<file path="config.mk">
export PLATFORM = sky130hd
export DESIGN_NAME = gnos_div
export DESIGN_NICKNAME = d
export VERILOG_FILES = /design/src/sv/gnos_pkg.sv /design/src/sv/gnos_div.sv
export SDC_FILE = /design/constraint.sdc
export NUM_CORES = 1
export LEC_CHECK = 0
export ABC_AREA = 1
export BUFFER_PORTS_ARGS = -buffer_cell sky130_fd_sc_hd__buf_4
export CORE_MARGIN = 2
export CORE_UTILIZATION = 40
export DETAILED_ROUTE_END_ITERATION = 8
export PLACE_DENSITY_LB_ADDON = 0.25
export SETUP_SLACK_MARGIN = 0.4
export SLEW_MARGIN = 5
export SYNTH_ARGS = -nofsm -noshare
export SYNTH_HDL_FRONTEND = slang
export SYNTH_SLANG_ARGS = --single-unit
</file>
<file path="constraint.sdc">
create_clock -name i_clk -period 7.16 [get_ports i_clk]
set_input_delay 1.432 -clock i_clk [delete_from_list [all_inputs] [get_ports i_clk]]
set_output_delay 1.432 -clock i_clk [all_outputs]
set_load 0.005 [all_outputs]
</file>
<file path="src/sv/gnos_pkg.sv">
// Shared types and constants for the grid neighbour occupancy statistics block.
// Used by gnos_div and grid_neighbour_occupancy_stats_core; no dependencies.
`timescale 1ns / 1ps
`default_nettype none

package gnos_pkg;

    // Stream payload widths
    localparam int IN_TDATA_W  = 16;
    localparam int IN_TUSER_W  = 1;
    localparam int CFG_W       = 9;
    localparam int EDGE_W      = 34;
    localparam int CORNER_W    = 34;
    localparam int MEAN_W      = 40;
    localparam int OPEN_W      = 32;
    localparam int OUT_PAY_W   = EDGE_W + CORNER_W + MEAN_W + OPEN_W;
    localparam int OUT_TDATA_W = ((OUT_PAY_W + 7) / 8) * 8;

    // Neighbour count divider: divisor 1..8, remainder below 8
    localparam int DEN_W    = 4;
    localparam int REM_W    = DEN_W - 1;
    localparam int DIV_STEP = 8;

    // Control that travels with a word through the pipeline
    typedef struct packed {
        logic valid;
        logic last;
    } t_ctl;

endpackage

`default_nettype wire

</file>
<file path="src/sv/gnos_div.sv">
// Pipelined restoring divider by a small divisor (1..8), DIV_STEP quotient bits per stage.
// Carries a control struct and an opaque side payload alongside. Depends on gnos_pkg.
`timescale 1ns / 1ps
`default_nettype none

module gnos_div #(
    parameter int NUM_W  = 27,
    parameter int SIDE_W = 1
) (
    input  wire logic                       i_clk,
    input  wire logic                       i_rst_n,
    input  wire gnos_pkg::t_ctl             i_ctl,
    input  wire logic [NUM_W-1:0]           i_num,
    input  wire logic [gnos_pkg::DEN_W-1:0] i_den,
    input  wire logic [SIDE_W-1:0]          i_side,
    output gnos_pkg::t_ctl                  o_ctl,
    output logic [NUM_W-1:0]                o_quo,
    output logic [SIDE_W-1:0]               o_side
);
    import gnos_pkg::*;

    localparam int STAGES = (NUM_W + DIV_STEP - 1) / DIV_STEP;

    // Each stage holds the remaining dividend bits shifted up, quotient bits filling from below
    t_ctl              r_ctl  [STAGES+1];
    logic [NUM_W-1:0]  r_work [STAGES+1];
    logic [REM_W-1:0]  r_rem  [STAGES+1];
    logic [DEN_W-1:0]  r_den  [STAGES+1];
    logic [SIDE_W-1:0] r_side [STAGES+1];

    always_ff @(posedge i_clk) begin
        if (!i_rst_n) begin
            r_ctl[0] <= '0;
        end else begin
            r_ctl[0] <= i_ctl;
        end
    end

    always_ff @(posedge i_clk) begin
        r_work[0] <= i_num;
        r_rem[0]  <= '0;
        r_den[0]  <= i_den;
        r_side[0] <= i_side;
    end

    for (genvar g = 0; g < STAGES; g++) begin : g_stage
        logic [NUM_W-1:0] n_work;
        logic [REM_W-1:0] n_rem;

        always_comb begin
            logic [REM_W:0] t;
            t      = '0;
            n_work = r_work[g];
            n_rem  = r_rem[g];
            for (int b = 0; b < DIV_STEP; b++) begin
                if (g * DIV_STEP + b < NUM_W) begin
                    t      = {n_rem, n_work[NUM_W-1]};
                    n_work = n_work << 1;
                    if (t >= r_den[g]) begin
                        n_rem     = REM_W'(t - r_den[g]);
                        n_work[0] = 1'b1;
                    end else begin
                        n_rem = t[REM_W-1:0];
                    end
                end
            end
        end

        always_ff @(posedge i_clk) begin
            if (!i_rst_n) begin
                r_ctl[g+1] <= '0;
            end else begin
                r_ctl[g+1] <= r_ctl[g];
            end
        end

        always_ff @(posedge i_clk) begin
            r_work[g+1] <= n_work;
            r_rem[g+1]  <= n_rem;
            r_den[g+1]  <= r_den[g];
            r_side[g+1] <= r_side[g];
        end
    end

    assign o_ctl  = r_ctl[STAGES];
    assign o_quo  = r_work[STAGES];
    assign o_side = r_side[STAGES];

endmodule

`default_nettype wire

</file>
==> reports/results.tsv <==
metric	value	unit
rsz0062_at_grt	true	
worst_slew_pin_slew	0.277	ns
die_w	145	um
gp_congestion	0.817	
drive_gt1_share	62.9	%
clock_sinks	175	
cts_buffer_depth	2	
reg2reg_depth	55	
start_kind	register	
timing.rr.start	r_work[1][26]$_DFF_P_	
io_buffers	65	
num_vias	6685	
grt_usage	18.4	%
grt_pass1_vias	6805	
cp.arrival	7.66	ns
numCtsBuffers	17	
maxCapViolations	0	
ys_warn_count	0	
fin_worst_skew	0.00934	ns
drt_iter0_drc	179	
start_util	41.0	%
drcViolationCount	0	
crit_path_end_kind	register	
cpMostUsedCell	nand2_2	
rows	51	
place_ws	-0.342	ns
slowest_delay	0.38	ns
path_max_fanout	6	
dieArea	21100	um2
wl	20600	um
r2r_end	r_rem[0][7]$_DFF_P_	
fillCellCount	1397	
drv_slew	0	
synth.yosys.seq_area_share	43.8	%
synth-seq-cells	175	
cp.required	7.48	ns
clockRootBuffer	clkbuf_16	
die_y	145	um
grt_pass1_wl	31500	um
area_delta_synth_final	66.9	%
drtAntennaViolNets	0	
antenna_found_initial	0	
setup-violations-final	7	
cp-endpoint	r_rem[0][7]$_DFF_P_	
cts_tree	yes	
rrSetupSlack	-0.18	ns
syn_nets	1032	
final_cell_mix	buf_4, dfxtp_1, nand2_2, nand2_1, inv_1	
antennaDiodeCount	0	
clkTransAtPathRegs	0.07	ns
syn_inst	865	
drtPass1Iterations	4	
critPathLaunch	r_work[1][26]$_DFF_P_	
min_path_type	reg2reg	
synth.distinct_cells	28	
routed_via_density	4.55	
detail_route.wl_per_cell	14.0	um
core_area	19500	um2
max_slew_margin	81.5	%
hold_viol	0	
period_needed	7.34	ns
status	complete, but fails checks	
violations	negative setup slack	
hpwlAfterDp	11400	um
avgSynthCellArea	9.24	um2
overflow	0	
crit_slowest_cell	fa_2	
final_common_cell	buf_4	
grt_max_degree	18	
syn_area	8000	um2
worst_slack	-0.180	ns
worstSkewPairLatency	0.43	ns
period_share	103	%
htree_levels	4	
nets	1359	
io_pins	66	
critical_path_class	reg2reg	
fmaxAchievable	136	MHz
-- how the worst min path moves through the flow --
| stage | end | cells past startpoint | startpoint | slack [ns] |
|---|---|---|---|---|
| floorplan | r_side[1]$_DFF_P_ | 0 | r_side[0]$_DFF_P_ | 0.31 |
| global placement | r_work[1][22]$_DFF_P_ | 0 | r_work[0][14]$_DFF_P_ | 0.31 |
| detailed placement | r_side[2]$_DFF_P_ | 0 | r_side[1]$_DFF_P_ | 0.31 |
| CTS | r_work[1][17]$_DFF_P_ | 0 | r_work[0][9]$_DFF_P_ | 0.33 |
| global route | r_work[1][17]$_DFF_P_ | 0 | r_work[0][9]$_DFF_P_ | 0.33 |
| finish | r_work[4][7]$_DFF_P_ | 0 | r_work[3][4]$_DFF_P_ | 0.33 |
-- cell usage after synthesis --
cell,count,area (um2)
ha_1,106,1330
o21ai_0,6,30.0
a21oi_1,15,75.1
o211ai_1,1,7.51
nand2_2,22,138
nand3_1,70,350
and2_1,37,231
nand3b_1,2,15.0
and2_4,1,8.76
clkbuf_1,1,3.75
nand2_1,187,702
nand4_1,5,31.3
inv_2,19,71.3
nor2_1,3,11.3
xor2_1,3,26.3
dfxtp_1,175,3500
fa_1,25,500
or2_2,1,6.26
nand3_4,3,52.6
or2_1,1,6.26
xnor2_1,21,184
a21oi_2,12,105
inv_1,133,499
a21o_1,1,7.51
nor2_4,2,22.5
o21ai_2,3,26.3
o21ai_1,6,30.0
nor2_2,4,25.0
-- layer usage --
layer / GRT usage [%] / vias to the layer above / part of all wire [%]
met5: 0 / - / 0
met4: 7.01 / 0 / 2.7
met3: 3.42 / 44 / 2.4
met2: 34.7 / 90 / 56
met1: 20.5 / 3195 / 39
li1: - / 3356 / -
-- cells by family (layout without fill, tap and decap cells) --
group	count (synthesis)	after routing	synth area share [%]
compound gates	44	44	3.52
xor+xnor	24	24	2.63
fa+ha+maj	131	131	22.8
buf+inv	153	493	7.18
flops	175	175	43.8
simple gates	338	338	20.0
-- state kept, by name, indices dropped and copies added (netlist names) --
register,cells
r_side,5
r_den,16
r_work,135
r_rem,9
r_ctl,10
-- final cells by class --
class | instances | area [um2] | share of cell area [%]
repair buffers | 309 | 2390 | 17.9
clock buffers | 18 | 429 | 3.22
inverters | 152 | 618 | 4.63
well taps | 265 | 332 | 2.48
clock inverters | 14 | 145 | 1.09
multi-input cells | 537 | 5910 | 44.3
flip-flops and latches | 175 | 3520 | 26.4
-- stage by stage --
step	setup TNS (ns)	area, um2	utilization (%)	hold slack (ns)	instances
floorplan	0	8460	-	0.310	865
global placement	-1.69	10200	52.3	0.310	1318
detailed placement	-2.23	10200	52.3	0.312	1318
CTS	0	12500	63.9	0.326	1441
global route	-4.72	13300	68.3	0.327	1470
finish	-0.788	13300	68.3	0.327	1470
-- worst max-delay path, delay by kind of cell, from the launching register on --
kind | cells | cell delay (ns)
flip-flops | 1 | 0.33
adder cells (fa/ha/maj) | 9 | 2.84
buffers and inverters | 7 | 0.49
AO/OA/AOI/OAI | 2 | 0.24
AND/OR/NAND/NOR | 37 | 3.35
-- timing repair --
action	CTS	global route
buffers inserted	91	29
pin swaps	209	139
setup endpoints to repair	12	15
hold buffers	0	0
resized for setup	211	150
Power is not shown: default switching activity piles up to over one toggle a cycle in this logic, so the estimate is an artifact.
